**config.mk**
```make
export PLATFORM = sky130hd
export DESIGN_NAME = bresenham_line_rasterizer_flat
export DESIGN_NICKNAME = d
export VERILOG_FILES = /design/src/rtl/blr_pkg.sv /design/src/rtl/blr_line_if.sv /design/src/rtl/blr_pixel_if.sv /design/src/rtl/bresenham_line_rasterizer.sv /design/src/rtl/blr_core.sv /design/src/flat_wrapper.sv
export VERILOG_INCLUDE_DIRS = /design/src /design/src/rtl
export SDC_FILE = /design/constraint.sdc
export NUM_CORES = 1
export LEC_CHECK = 0
export BUFFER_PORTS_ARGS = -buffer_cell sky130_fd_sc_hd__buf_2
export CORE_AREA = 4 4 166 136
export DETAILED_ROUTE_END_ITERATION = 16
export DIE_AREA = 0 0 170 140
export PLACE_DENSITY = 0.85
export SYNTH_ARGS = -nofsm -noshare
export SYNTH_HDL_FRONTEND = slang
export SYNTH_SLANG_ARGS = --single-unit
```
**constraint.sdc**
```tcl
create_clock -name i_clk -period 10.15 [get_ports i_clk]
set_input_delay 1.015 -clock i_clk [delete_from_list [all_inputs] [get_ports i_clk]]
set_output_delay 1.015 -clock i_clk [all_outputs]
set_load 0.005 [all_outputs]
```
**src/rtl/bresenham_line_rasterizer_assert.svh**
```systemverilog
// ----------------------------------------------------------------------------
// Assertion macros for the line rasterizer
// Concurrent checks that compile away when SYNTHESIS is defined.
// ----------------------------------------------------------------------------
`ifndef BRESENHAM_LINE_RASTERIZER_ASSERT_SVH
`define BRESENHAM_LINE_RASTERIZER_ASSERT_SVH

`ifndef SYNTHESIS

// check a property on every clock edge outside reset
`define BLR_ASSERT(label, clk, rst_n, prop) \
    label: assert property (@(posedge clk) disable iff (!rst_n) prop) \
        else $error("blr assertion failed");

// check a property on every clock edge, reset included
`define BLR_ASSERT_ALWAYS(label, clk, prop) \
    label: assert property (@(posedge clk) prop) \
        else $error("blr assertion failed");

`else

`define BLR_ASSERT(label, clk, rst_n, prop)
`define BLR_ASSERT_ALWAYS(label, clk, prop)

`endif

`endif

```
**src/rtl/blr_pkg.sv**
```systemverilog
// ----------------------------------------------------------------------------
// Line rasterizer package
// Widths and beat types shared by the rasterizer modules and interfaces.
// ----------------------------------------------------------------------------
`default_nettype none

package blr_pkg;

    localparam int COORD_BITS = 10;
    localparam int COLOR_BITS = 32;

    typedef logic [COORD_BITS-1:0] t_coord;
    typedef logic [COLOR_BITS-1:0] t_color;
    // error term carries one extra bit for the sign
    typedef logic signed [COORD_BITS:0] t_err;

    typedef enum logic {
        ACT_LOAD = 1'b0,
        ACT_STEP = 1'b1
    } t_action;

    typedef struct packed {
        t_action action;
        t_coord  x_start;
        t_coord  y_start;
        t_coord  x_end;
        t_coord  y_end;
        t_color  color;
    } t_item;

    typedef struct packed {
        t_coord pixel_x;
        t_coord pixel_y;
        t_color pixel_color;
        logic   last_pixel;
    } t_pixel;

endpackage

`default_nettype wire

```
**src/rtl/blr_line_if.sv**
```systemverilog
// ----------------------------------------------------------------------------
// Line command channel
// Valid/ready channel carrying load and step beats.
// ----------------------------------------------------------------------------
`default_nettype none

interface blr_line_if;
    import blr_pkg::*;

    logic    valid;
    logic    ready;
    t_action action;
    t_coord  x_start;
    t_coord  y_start;
    t_coord  x_end;
    t_coord  y_end;
    t_color  color;

    modport source (
        output valid, action, x_start, y_start, x_end, y_end, color,
        input  ready
    );

    modport sink (
        input  valid, action, x_start, y_start, x_end, y_end, color,
        output ready
    );
endinterface

`default_nettype wire

```
**src/rtl/blr_pixel_if.sv**
```systemverilog
// ----------------------------------------------------------------------------
// Pixel channel
// Valid/ready channel carrying one rasterized pixel per beat.
// ----------------------------------------------------------------------------
`default_nettype none

interface blr_pixel_if;
    import blr_pkg::*;

    logic   valid;
    logic   ready;
    t_coord pixel_x;
    t_coord pixel_y;
    t_color pixel_color;
    logic   last_pixel;

    modport source (
        output valid, pixel_x, pixel_y, pixel_color, last_pixel,
        input  ready
    );

    modport sink (
        input  valid, pixel_x, pixel_y, pixel_color, last_pixel,
        output ready
    );
endinterface

`default_nettype wire

```
**src/rtl/bresenham_line_rasterizer.sv**
```systemverilog
// ----------------------------------------------------------------------------
// Bresenham line rasterizer
// All-octant line engine: load beats set up a line, step beats emit pixels.
// ----------------------------------------------------------------------------
// A load beat (action 0) takes two endpoints and a color and replaces any line
// in progress; it produces no pixel. Each step beat (action 1) emits the next
// pixel of the current line, flagged last_pixel on the final endpoint, after
// which the engine goes idle and further steps produce nothing. Lines are
// walked along the major axis (x on ties) from the lower major coordinate.
// The block takes one beat per clock; backpressure on the pixel channel stalls
// the command channel once the command register is full. A step beat's pixel
// passes through the command register, then the pixel register. The rate is set
// by the single step datapath (a subtract, an add, a sign test and a select)
// between them, which advances the line state once per cycle on step beats.
`default_nettype none

module bresenham_line_rasterizer (
    input  wire logic  i_clk,
    input  wire logic  i_rst_n,
    blr_line_if.sink   i_line,
    blr_pixel_if.source o_pixel
);
    import blr_pkg::*;

    logic   r_in_valid;
    t_item  r_in;
    logic   r_out_valid;
    t_pixel r_out;

    logic   proc_fire;
    logic   emit;
    t_pixel pix;

    assign proc_fire    = r_in_valid && (!r_out_valid || o_pixel.ready);
    assign i_line.ready = !r_in_valid || proc_fire;

    always_ff @(posedge i_clk) begin
        if (!i_rst_n) begin
            r_in_valid <= 1'b0;
        end else if (i_line.ready) begin
            r_in_valid <= i_line.valid;
        end
    end

    always_ff @(posedge i_clk) begin
        if (i_line.ready && i_line.valid) begin
            r_in.action  <= i_line.action;
            r_in.x_start <= i_line.x_start;
            r_in.y_start <= i_line.y_start;
            r_in.x_end   <= i_line.x_end;
            r_in.y_end   <= i_line.y_end;
            r_in.color   <= i_line.color;
        end
    end

    blr_core u_core (
        .i_clk   (i_clk),
        .i_rst_n (i_rst_n),
        .i_fire  (proc_fire),
        .i_item  (r_in),
        .o_emit  (emit),
        .o_pixel (pix)
    );

    // pixel register: loads on emit, drains on a taken beat
    always_ff @(posedge i_clk) begin
        if (!i_rst_n) begin
            r_out_valid <= 1'b0;
        end else if (emit) begin
            r_out_valid <= 1'b1;
        end else if (o_pixel.ready) begin
            r_out_valid <= 1'b0;
        end
    end

    always_ff @(posedge i_clk) begin
        if (emit) begin
            r_out <= pix;
        end
    end

    assign o_pixel.valid       = r_out_valid;
    assign o_pixel.pixel_x     = r_out.pixel_x;
    assign o_pixel.pixel_y     = r_out.pixel_y;
    assign o_pixel.pixel_color = r_out.pixel_color;
    assign o_pixel.last_pixel  = r_out.last_pixel;

endmodule

`default_nettype wire

```
**src/rtl/blr_core.sv**
```systemverilog
// ----------------------------------------------------------------------------
// Line rasterizer core
// Holds the line state; sets up a line on load and advances one pixel per step.
// ----------------------------------------------------------------------------
`default_nettype none

`include "bresenham_line_rasterizer_assert.svh"

module blr_core (
    input  wire logic           i_clk,
    input  wire logic           i_rst_n,
    input  wire logic           i_fire,
    input  wire blr_pkg::t_item i_item,
    output logic                o_emit,
    output blr_pkg::t_pixel     o_pixel
);
    import blr_pkg::*;

    // line state
    logic   r_busy;
    logic   r_steep;
    t_coord r_major_pos;
    t_coord r_minor_pos;
    t_coord r_major_stop;
    logic   r_minor_down;
    t_coord r_major_delta;
    t_coord r_minor_delta;
    t_err   r_err;
    t_color r_color;

    // load setup
    t_coord dx, dy;
    logic   steep;
    t_coord a0, a1, b0, b1;
    logic   swap;
    t_coord minor_first, minor_last;

    // step
    logic   last;
    t_err   err_sub, err_next;
    logic   minor_move;

    always_comb begin
        dx    = (i_item.x_start > i_item.x_end) ? (i_item.x_start - i_item.x_end)
                                                : (i_item.x_end - i_item.x_start);
        dy    = (i_item.y_start > i_item.y_end) ? (i_item.y_start - i_item.y_end)
                                                : (i_item.y_end - i_item.y_start);
        steep = dy > dx;
        a0    = steep ? i_item.y_start : i_item.x_start;
        a1    = steep ? i_item.y_end   : i_item.x_end;
        b0    = steep ? i_item.x_start : i_item.y_start;
        b1    = steep ? i_item.x_end   : i_item.y_end;
        swap  = a0 > a1;
        minor_first = swap ? b1 : b0;
        minor_last  = swap ? b0 : b1;
    end

    always_comb begin
        last       = r_major_pos == r_major_stop;
        err_sub    = r_err - $signed({1'b0, r_minor_delta});
        minor_move = err_sub[COORD_BITS];
        err_next   = minor_move ? (err_sub + $signed({1'b0, r_major_delta})) : err_sub;
    end

    assign o_emit              = i_fire && (i_item.action == ACT_STEP) && r_busy;
    assign o_pixel.pixel_x     = r_steep ? r_minor_pos : r_major_pos;
    assign o_pixel.pixel_y     = r_steep ? r_major_pos : r_minor_pos;
    assign o_pixel.pixel_color = r_color;
    assign o_pixel.last_pixel  = last;

    always_ff @(posedge i_clk) begin
        if (!i_rst_n) begin
            r_busy <= 1'b0;
        end else if (i_fire) begin
            if (i_item.action == ACT_LOAD) begin
                r_busy <= 1'b1;
            end else if (r_busy && last) begin
                r_busy <= 1'b0;
            end
        end
    end

    always_ff @(posedge i_clk) begin
        if (i_fire) begin
            if (i_item.action == ACT_LOAD) begin
                r_steep       <= steep;
                r_major_pos   <= swap ? a1 : a0;
                r_major_stop  <= swap ? a0 : a1;
                r_minor_pos   <= minor_first;
                r_minor_down  <= minor_last < minor_first;
                r_major_delta <= steep ? dy : dx;
                r_minor_delta <= steep ? dx : dy;
                r_err         <= $signed({1'b0, (steep ? dy : dx) >> 1});
                r_color       <= i_item.color;
            end else if (r_busy && !last) begin
                r_major_pos <= r_major_pos + 1'b1;
                r_err       <= err_next;
                if (minor_move) begin
                    r_minor_pos <= r_minor_down ? (r_minor_pos - 1'b1)
                                                : (r_minor_pos + 1'b1);
                end
            end
        end
    end

    `BLR_ASSERT(a_load_sets_busy, i_clk, i_rst_n,
        (i_fire && i_item.action == ACT_LOAD) |=> r_busy)
    `BLR_ASSERT(a_last_clears_busy, i_clk, i_rst_n,
        (o_emit && o_pixel.last_pixel) |=> !r_busy)
    `BLR_ASSERT(a_pos_in_span, i_clk, i_rst_n,
        r_busy |-> (r_major_pos <= r_major_stop))
    `BLR_ASSERT(a_err_nonneg, i_clk, i_rst_n,
        r_busy |-> (!r_err[COORD_BITS] && (r_major_delta >= r_minor_delta)))

endmodule

`default_nettype wire

```
**src/flat_wrapper.sv**
```systemverilog
// flat-port wrapper written by rule: the top's interface ports become plain ports
module bresenham_line_rasterizer_flat import blr_pkg::*;
  (i_clk, i_rst_n, i_line_valid, i_line_action, i_line_x_start, i_line_y_start, i_line_x_end, i_line_y_end, i_line_color, i_line_ready, o_pixel_valid, o_pixel_pixel_x, o_pixel_pixel_y, o_pixel_pixel_color, o_pixel_last_pixel, o_pixel_ready);
  blr_line_if i_line_i ();
  blr_pixel_if o_pixel_i ();
  input  wire logic i_clk;
  input  wire logic i_rst_n;
  input wire logic [$bits(i_line_i.valid)-1:0] i_line_valid;
  input wire logic [$bits(i_line_i.action)-1:0] i_line_action;
  input wire logic [$bits(i_line_i.x_start)-1:0] i_line_x_start;
  input wire logic [$bits(i_line_i.y_start)-1:0] i_line_y_start;
  input wire logic [$bits(i_line_i.x_end)-1:0] i_line_x_end;
  input wire logic [$bits(i_line_i.y_end)-1:0] i_line_y_end;
  input wire logic [$bits(i_line_i.color)-1:0] i_line_color;
  output wire logic [$bits(i_line_i.ready)-1:0] i_line_ready;
  output wire logic [$bits(o_pixel_i.valid)-1:0] o_pixel_valid;
  output wire logic [$bits(o_pixel_i.pixel_x)-1:0] o_pixel_pixel_x;
  output wire logic [$bits(o_pixel_i.pixel_y)-1:0] o_pixel_pixel_y;
  output wire logic [$bits(o_pixel_i.pixel_color)-1:0] o_pixel_pixel_color;
  output wire logic [$bits(o_pixel_i.last_pixel)-1:0] o_pixel_last_pixel;
  input wire logic [$bits(o_pixel_i.ready)-1:0] o_pixel_ready;
  assign i_line_i.valid = i_line_valid;
  assign i_line_i.action = i_line_action;
  assign i_line_i.x_start = i_line_x_start;
  assign i_line_i.y_start = i_line_y_start;
  assign i_line_i.x_end = i_line_x_end;
  assign i_line_i.y_end = i_line_y_end;
  assign i_line_i.color = i_line_color;
  assign i_line_ready = i_line_i.ready;
  assign o_pixel_valid = o_pixel_i.valid;
  assign o_pixel_pixel_x = o_pixel_i.pixel_x;
  assign o_pixel_pixel_y = o_pixel_i.pixel_y;
  assign o_pixel_pixel_color = o_pixel_i.pixel_color;
  assign o_pixel_last_pixel = o_pixel_i.last_pixel;
  assign o_pixel_i.ready = o_pixel_ready;
  bresenham_line_rasterizer u_core (.i_clk(i_clk), .i_rst_n(i_rst_n), .i_line(i_line_i), .o_pixel(o_pixel_i));
endmodule
```
# After elaboration in Yosys (flattened, before gate mapping)

Index checks and enable logic that the tools add are counted.
W data, S select, Z words.

Register bits: 224
Bits of input ports: 77
Output and inout bits: 55

Add/sub/neg operators: 9
Order comparisons: 5
Equal/unequal tests: 4
Mux-type cells: 27
Bitwise operators: 1
Reductions and logical operators: 16

Operators with widths:

| operator                | number |
|---|---|
| $mux W10                | 20 |
| $gt A10 B10 Y1          | 4 |
| $sub A10 B10 Y10        | 4 |
| $mux W11                | 2 |
| $add A10 B1 Y10 const B | 2 |
| $add A11 B11 Y11        | 1 |
| $sub A11 B11 Y11        | 1 |
| $eq A10 B10 Y1          | 1 |
| $lt A10 B10 Y1          | 1 |
| $sub A10 B1 Y10 const B | 1 |
| $mux W9                 | 1 |
| $logic_and A1 B1 Y1     | 6 |
| $ne A2 B2 Y1 const B    | 3 |
| $reduce_and A2 Y1       | 3 |
| $mux W1                 | 4 |
| $logic_not A1 Y1        | 3 |
| $reduce_and A3 Y1       | 1 |
| $logic_or A1 B1 Y1      | 2 |
| $reduce_bool A2 Y1      | 1 |
| $not A1 Y1              | 1 |

# Logic depth before layout (Yosys ltp)

Depth after elaboration: 7
Depth in mapped cells: 38
Mapped depth without buffers: 32

# Cells and area by module

Synthesis repeated with hierarchy kept, for this count alone.

Cell total of the unflattened synthesis: 994
Area, all modules: 12393.1 µm²

Modules (own cells, without submodules):

| module                    | instances | cells an instance | area each (µm²) | seq. area each (µm²) |
|---|---|---|---|---|
| blr_core                  | 1         | 859               | 8505.7          | 2872.8 |
| bresenham_line_rasterizer | 1         | 135               | 3887.5          | 3823.7 |

# Least setup slack after synthesis

Ideal clock, no wire load.

Path type: reg-to-reg
From: reg u_core.r_in[52] (netlist name)
To: reg u_core.u_core.r_minor_down, data pin
Setup time: 0.152 ns
Arrival: 7.344 ns
Data required time: 9.998 ns
Setup slack: 2.654 ns
Cell stages (with the launch flop): 38
Path buffers: 5
Cells stage by stage: edfxtp_1 -> inv_1 -> ha_1 -> inv_1 -> fa_1 -> a21oi_4 -> o211ai_2 -> a221oi_2 -> nor2_4 -> mux2_4 -> a21oi_1 -> xor2_1 -> inv_1 -> ha_1 -> a21o_1 -> a21o_1 -> a211oi_1 -> nor2_1 -> [... 2 more ...] -> mux2i_1 -> inv_1 -> ha_1 -> nand4_1 -> a21oi_1 -> a211oi_1 -> o21ai_0 -> o31a_1 -> clkbuf_1 -> buf_1 -> buf_2 -> mux2i_1 -> ha_1 -> a21o_1 -> a21o_1 -> a21oi_1 -> o211ai_1 -> a31oi_1

Longest elaborated chain between the ends: 7
Elaborated cells on any way between the ends: 13

Ends and longest elaborated chain:

| item                                     | line                            | RTL |
|---|---|---|
| start: declaration                       | bresenham_line_rasterizer.sv:26 | `t_item r_in;` |
| $sub A10 B10 Y10 (tied with other cells) | blr_core.sv:47                  | `: (i_item.y_end - i_item.y_start);` |
| $mux W10                                 | blr_core.sv:46                  | `dy = (i_item.y_start > i_item.y_end) ? (i_item.y_start - i_item.y_end)` |
| $gt A10 B10 Y1                           | blr_core.sv:48                  | `steep = dy > dx;` |
| $mux W10 (on tied branches)              | blr_core.sv:49, blr_core.sv:50  |  |
| $gt A10 B10 Y1                           | blr_core.sv:53                  | `swap = a0 > a1;` |
| $mux W10 (on tied branches)              | blr_core.sv:55, blr_core.sv:54  |  |
| $lt A10 B10 Y1 (*)                       | blr_core.sv:90                  | `r_minor_down <= minor_last < minor_first;` |
| end signal: assignment                   | blr_core.sv:90                  |  |
| end: declaration                         | blr_core.sv:25                  | `logic r_minor_down;` |

Mark *: on every way between the ends. The rest lies on a longest branch, timed or not.
A chain may end at the register's enable or synchronous reset.

# Worst setup path after layout

Same ends and word-level chain as after synthesis.

==> Flow_metrics.wiki <==
{| class="wikitable"
! Metric !! Value
|-
| Total gr overflow || 0
|-
| First-iteration detailed-routing DRC count || 700
|-
| Max-cap check violation count || 0
|-
| Count of warnings emitted by yosys || 0
|-
| Clock insertion delay at the later pin of the skew report || around 0.50 ns
|-
| Final worst clock skew || 0.0164 ns
|-
| Combined area of the multi-input logic cells || approximately 5200 µm²
|-
| Slack of the worst reg-to-reg path || between 0.9 and 1 ns
|-
| Utilization after layout || between 60% and 70%
|-
| Post-CTS Hold Buffers || 0
|-
| Antenna Nets Post-Route || 0
|-
| Post-route design area || 14000 µm²
|-
| Headroom to the max-slew limit || between 20% and 30%
|-
| Number of failing setup endpoints in the final timing report || 0
|-
| Floorplan die height || around 140 µm
|-
| Sum Neg Setup Slack || 0 ns
|-
| Total of fill cells in the finished design || about 1500
|-
| Slew @ Worst Pin || ~1.1 ns
|-
| Core area || about 21000 µm²
|-
| TritonCTS buffer count || 23
|-
| Max clock buf depth || 3
|-
| Class of the tightest hold or removal check || register to register
|-
| Count leader, synth || sky130_fd_sc_hd__edfxtp_1
|-
| Nets@finish || about 1300
|-
| Number of global-route vias before repair || 8081
|-
| Reg-to-Reg Start || u_core.r_in[52]
|-
| Primary flip-flop cell chosen by synthesis mapping || sky130_fd_sc_hd__edfxtp_1
|-
| Final max-slew violation count || 0
|-
| Endpoint of the worst-slack reg-to-reg timing path || u_core.u_core.r_minor_down
|-
| Post-synth design cell area || 12400 µm²
|-
| Detailed-route vias per instance || around 5.9
|-
| CTS Sinks || roughly 220
|-
| Status || finished, final reports clean
|-
| Sequential-to-total area share from yosys stat || 54.0%
|-
| Post-synthesis cell type count || 67
|-
| Most area-hungry cell type in the Yosys netlist || sky130_fd_sc_hd__edfxtp_1
|-
| RSZ-0062 raised after global routing || no
|-
| Initial core utilization || 58.8%
|-
| Total power divided by cell area || 281 nW/µm²
|-
| Gate Count Post-Synth || approximately 950
|-
| Crit path largest cell delay || 0.92 ns
|-
| Count of unresolved DRC violations after routing || 0
|-
| Post-DR wirelength/cell || ~20 µm
|-
| Setup Buffers After CTS || 0
|-
| Fmax || 109 MHz
|-
| Data arrival time of the critical path || approximately 9.5 ns
|-
| Top cells by instance count after synthesis || sky130_fd_sc_hd__edfxtp_1 (221), sky130_fd_sc_hd__ha_1 (96), sky130_fd_sc_hd__inv_1 (94)
|-
| Mean instance size in the synthesized netlist || approximately 13 µm²
|-
| Capturing element of the worst setup path || u_core.u_core.r_minor_down
|-
| PortBufs || between 100 and 150
|-
| Worst setup path class || register to register
|-
| Period Utilization, post-route || between 90% and 100%
|-
| Area enclosed by the die boundary || 23800 µm²
|-
| Area added between synthesis and finish || 13.3%
|-
| Type of element capturing the critical path || register
|-
| Number of synthesized flops with an enable pin || about 220
|-
| Detailed-route wire length || around 27000 µm
|-
| Share of final-layout standard cells stronger than drive strength 1 || 20.9%
|-
| Top-Level Pins || between 100 and 150
|-
| H-tree levels || 1
|-
| Number of synthesized register bits || around 220
|-
| Placer Congestion || 0.907
|-
| Worst supply voltage drop on vdd || 0.000197 V
|-
| CTS tree || yes
|-
| Fraction of registers with async set/reset || 0%
|-
| Worst Setup SP || u_core.r_in[52]
|-
| Sequential cell area || roughly 6700 µm²
|-
| Data required time of the worst path || 10.39 ns
|-
| Antenna violations before repair || 0
|-
| Clock edge transition at the registers on the reported setup and hold paths || 0.07 ns
|-
| Clock period minus worst slack || 9.21 ns
|-
| Startpoint kind of the worst setup timing path || register
|-
| Maximum fanout count along the critical path || 32
|-
| CTS root buffer || sky130_fd_sc_hd__clkbuf_16
|-
| Post-detailed-placement half-perimeter wirelength || around 20000 µm
|-
| Dpl cell area || 13300 µm²
|-
| Chip width || around 170 µm
|-
| Cell leakage power || between 0.005 and 0.006 µW
|-
| First-pass GRT wire length || 43200 µm
|-
| Pin count of the biggest net entering global routing || 74
|-
| Fin. Hold Viols || 0
|-
| Global routing usage summed across all routing layers || between 20% and 30%
|-
| Cell depth of the worst flop-to-flop path || 33
|-
| Number of iterations in the first detailed-routing pass || 9
|-
| Resized Gates After CTS || 0
|-
| Number of nets in the synthesized netlist || 1131
|-
| Vias || 8066
|-
| Area share of the largest cell type after synthesis || 53.6%
|-
| Critical Path Slowest Stage Cell || sky130_fd_sc_hd__o31a_1
|-
| Synth area leaders || sky130_fd_sc_hd__edfxtp_1 (54%), sky130_fd_sc_hd__ha_1 (9.7%), sky130_fd_sc_hd__mux2i_1 (7.5%), sky130_fd_sc_hd__mux2_2 (3.1%), sky130_fd_sc_hd__inv_1 (2.8%)
|-
| Core Rows || 48
|}
## routing by layer
layer  up-vias  track usage [%]  share of wire (%)
li1       3833                -                  -
met3        46             4.15                6.5
met1      3896             32.2                 43
met2       291             36.9                 48
met5         -                0                  0
met4         0             6.18                2.5
## where the power goes
| group | internal, µW | switching [µW] |
|---|---|---|
| clock | 443 | 342 |
| sequential | 1170 | 62.5 |
| combinational | 861 | 1060 |
| total | 2480 | 1460 |
## how the worst min path moves through the flow
stage / startpoint / to / slack, ns / cells past startpoint
floorplan: u_core.u_core.r_color[0] / u_core.o_pixel.pixel_color[0] / 0.40 / 0
global placement: u_core.r_in[6] / u_core.u_core.r_color[6] / 0.40 / 0
detailed placement: u_core.r_in[10] / u_core.u_core.r_color[10] / 0.40 / 0
CTS: u_core.r_in[6] / u_core.u_core.r_color[6] / 0.41 / 0
global route: u_core.u_core.r_color[29] / u_core.o_pixel.pixel_color[29] / 0.41 / 0
finish: u_core.r_in[28] / u_core.u_core.r_color[28] / 0.41 / 0
## per-stage QoR
stage                     setup slack, ns  hold slack [ns]  total power (µW)  std cells
final                               0.941            0.414              3940       1376
after global routing                0.425            0.412              4180       1375
after CTS                            1.12            0.413              3930       1375
after detailed placement             1.15            0.405              3130       1334
after global placement               1.50            0.400              3060       1334
after floorplan                      2.65            0.400              2700        951
## cell families (layout without fill, tap and decap cells)
group / count (synthesis) / in the layout / share of synthesized area, %
mux: 129 / 129 / 10.8
simple gates: 144 / 144 / 6.06
flops: 224 / 224 / 54.0
compound gates: 168 / 168 / 10.1
fa+ha+maj: 103 / 103 / 10.8
xor+xnor: 58 / 58 / 4.10
other cells: 0 / 1 / 0
buf+inv: 125 / 274 / 4.06
## placed cells by master (no fill, tap or decap), types with 5 or more instances in the layout
master	Yosys	layout
sky130_fd_sc_hd__o21ai_0	21	21
sky130_fd_sc_hd__edfxtp_1	221	221
sky130_fd_sc_hd__xnor2_1	39	39
sky130_fd_sc_hd__a31oi_1	5	5
sky130_fd_sc_hd__a21o_1	21	21
sky130_fd_sc_hd__nand3_1	15	15
sky130_fd_sc_hd__o21a_1	10	10
sky130_fd_sc_hd__ha_1	96	96
sky130_fd_sc_hd__a21oi_1	38	38
sky130_fd_sc_hd__a221oi_1	7	7
sky130_fd_sc_hd__clkinv_1	0	5
sky130_fd_sc_hd__xor2_1	19	19
sky130_fd_sc_hd__clkbuf_16	0	23
sky130_fd_sc_hd__nor2b_1	13	13
sky130_fd_sc_hd__inv_1	94	93
sky130_fd_sc_hd__buf_2	12	131
sky130_fd_sc_hd__nand4_1	6	6
sky130_fd_sc_hd__mux2_2	34	34
sky130_fd_sc_hd__nor2_1	37	35
sky130_fd_sc_hd__a211oi_1	6	6
sky130_fd_sc_hd__nor3_1	15	15
sky130_fd_sc_hd__nand2_1	26	26
sky130_fd_sc_hd__a222oi_1	18	18
sky130_fd_sc_hd__nand2b_1	6	6
sky130_fd_sc_hd__mux2i_1	93	93
sky130_fd_sc_hd__buf_4	1	7
sky130_fd_sc_hd__fa_1	7	7
## registers in the layout (all words and copies together) (netlist names)
signal and cells:
u_core.o_pixel.valid 1, u_core.o_pixel.pixel_x 10, u_core.u_core.r_major_stop 10, u_core.u_core.r_minor_delta 10, u_core.r_in 73, u_core.u_core.r_color 32, u_core.o_pixel.pixel_color 32, u_core.o_pixel.last_pixel 1
u_core.u_core.r_err 11, u_core.u_core.r_minor_down 1, u_core.u_core.r_minor_pos 10, u_core.o_pixel.pixel_y 10, u_core.u_core.r_steep 1, u_core.u_core.r_major_pos 10, u_core.r_in_valid 1, u_core.u_core.r_major_delta 10
u_core.u_core.r_busy 1
## layout make-up
type / instances / share of cell area (%)
multi-input cells: 602 / 37.2
clock inverters: 14 / 0.740
repair buffers: 139 / 5.19
flip-flops and latches: 224 / 47.7
well taps: 275 / 2.45
clock buffers: 27 / 4.21
inverters: 94 / 2.51
diodes: 1 / 0.0178
## worst max-delay path: cells and delay by family (launching register included)
kind	cells	cell delay, ns
muxes	3	1.06
buffers and inverters	5	0.63
adders and majority gates	5	1.57
and+or+nand+nor	5	1.10
xor gates and xnor gates	1	0.54
AOI/OAI and AO/OA	14	3.55
DFF	1	0.48
Note: power is estimated with default switching activity, not from simulation.
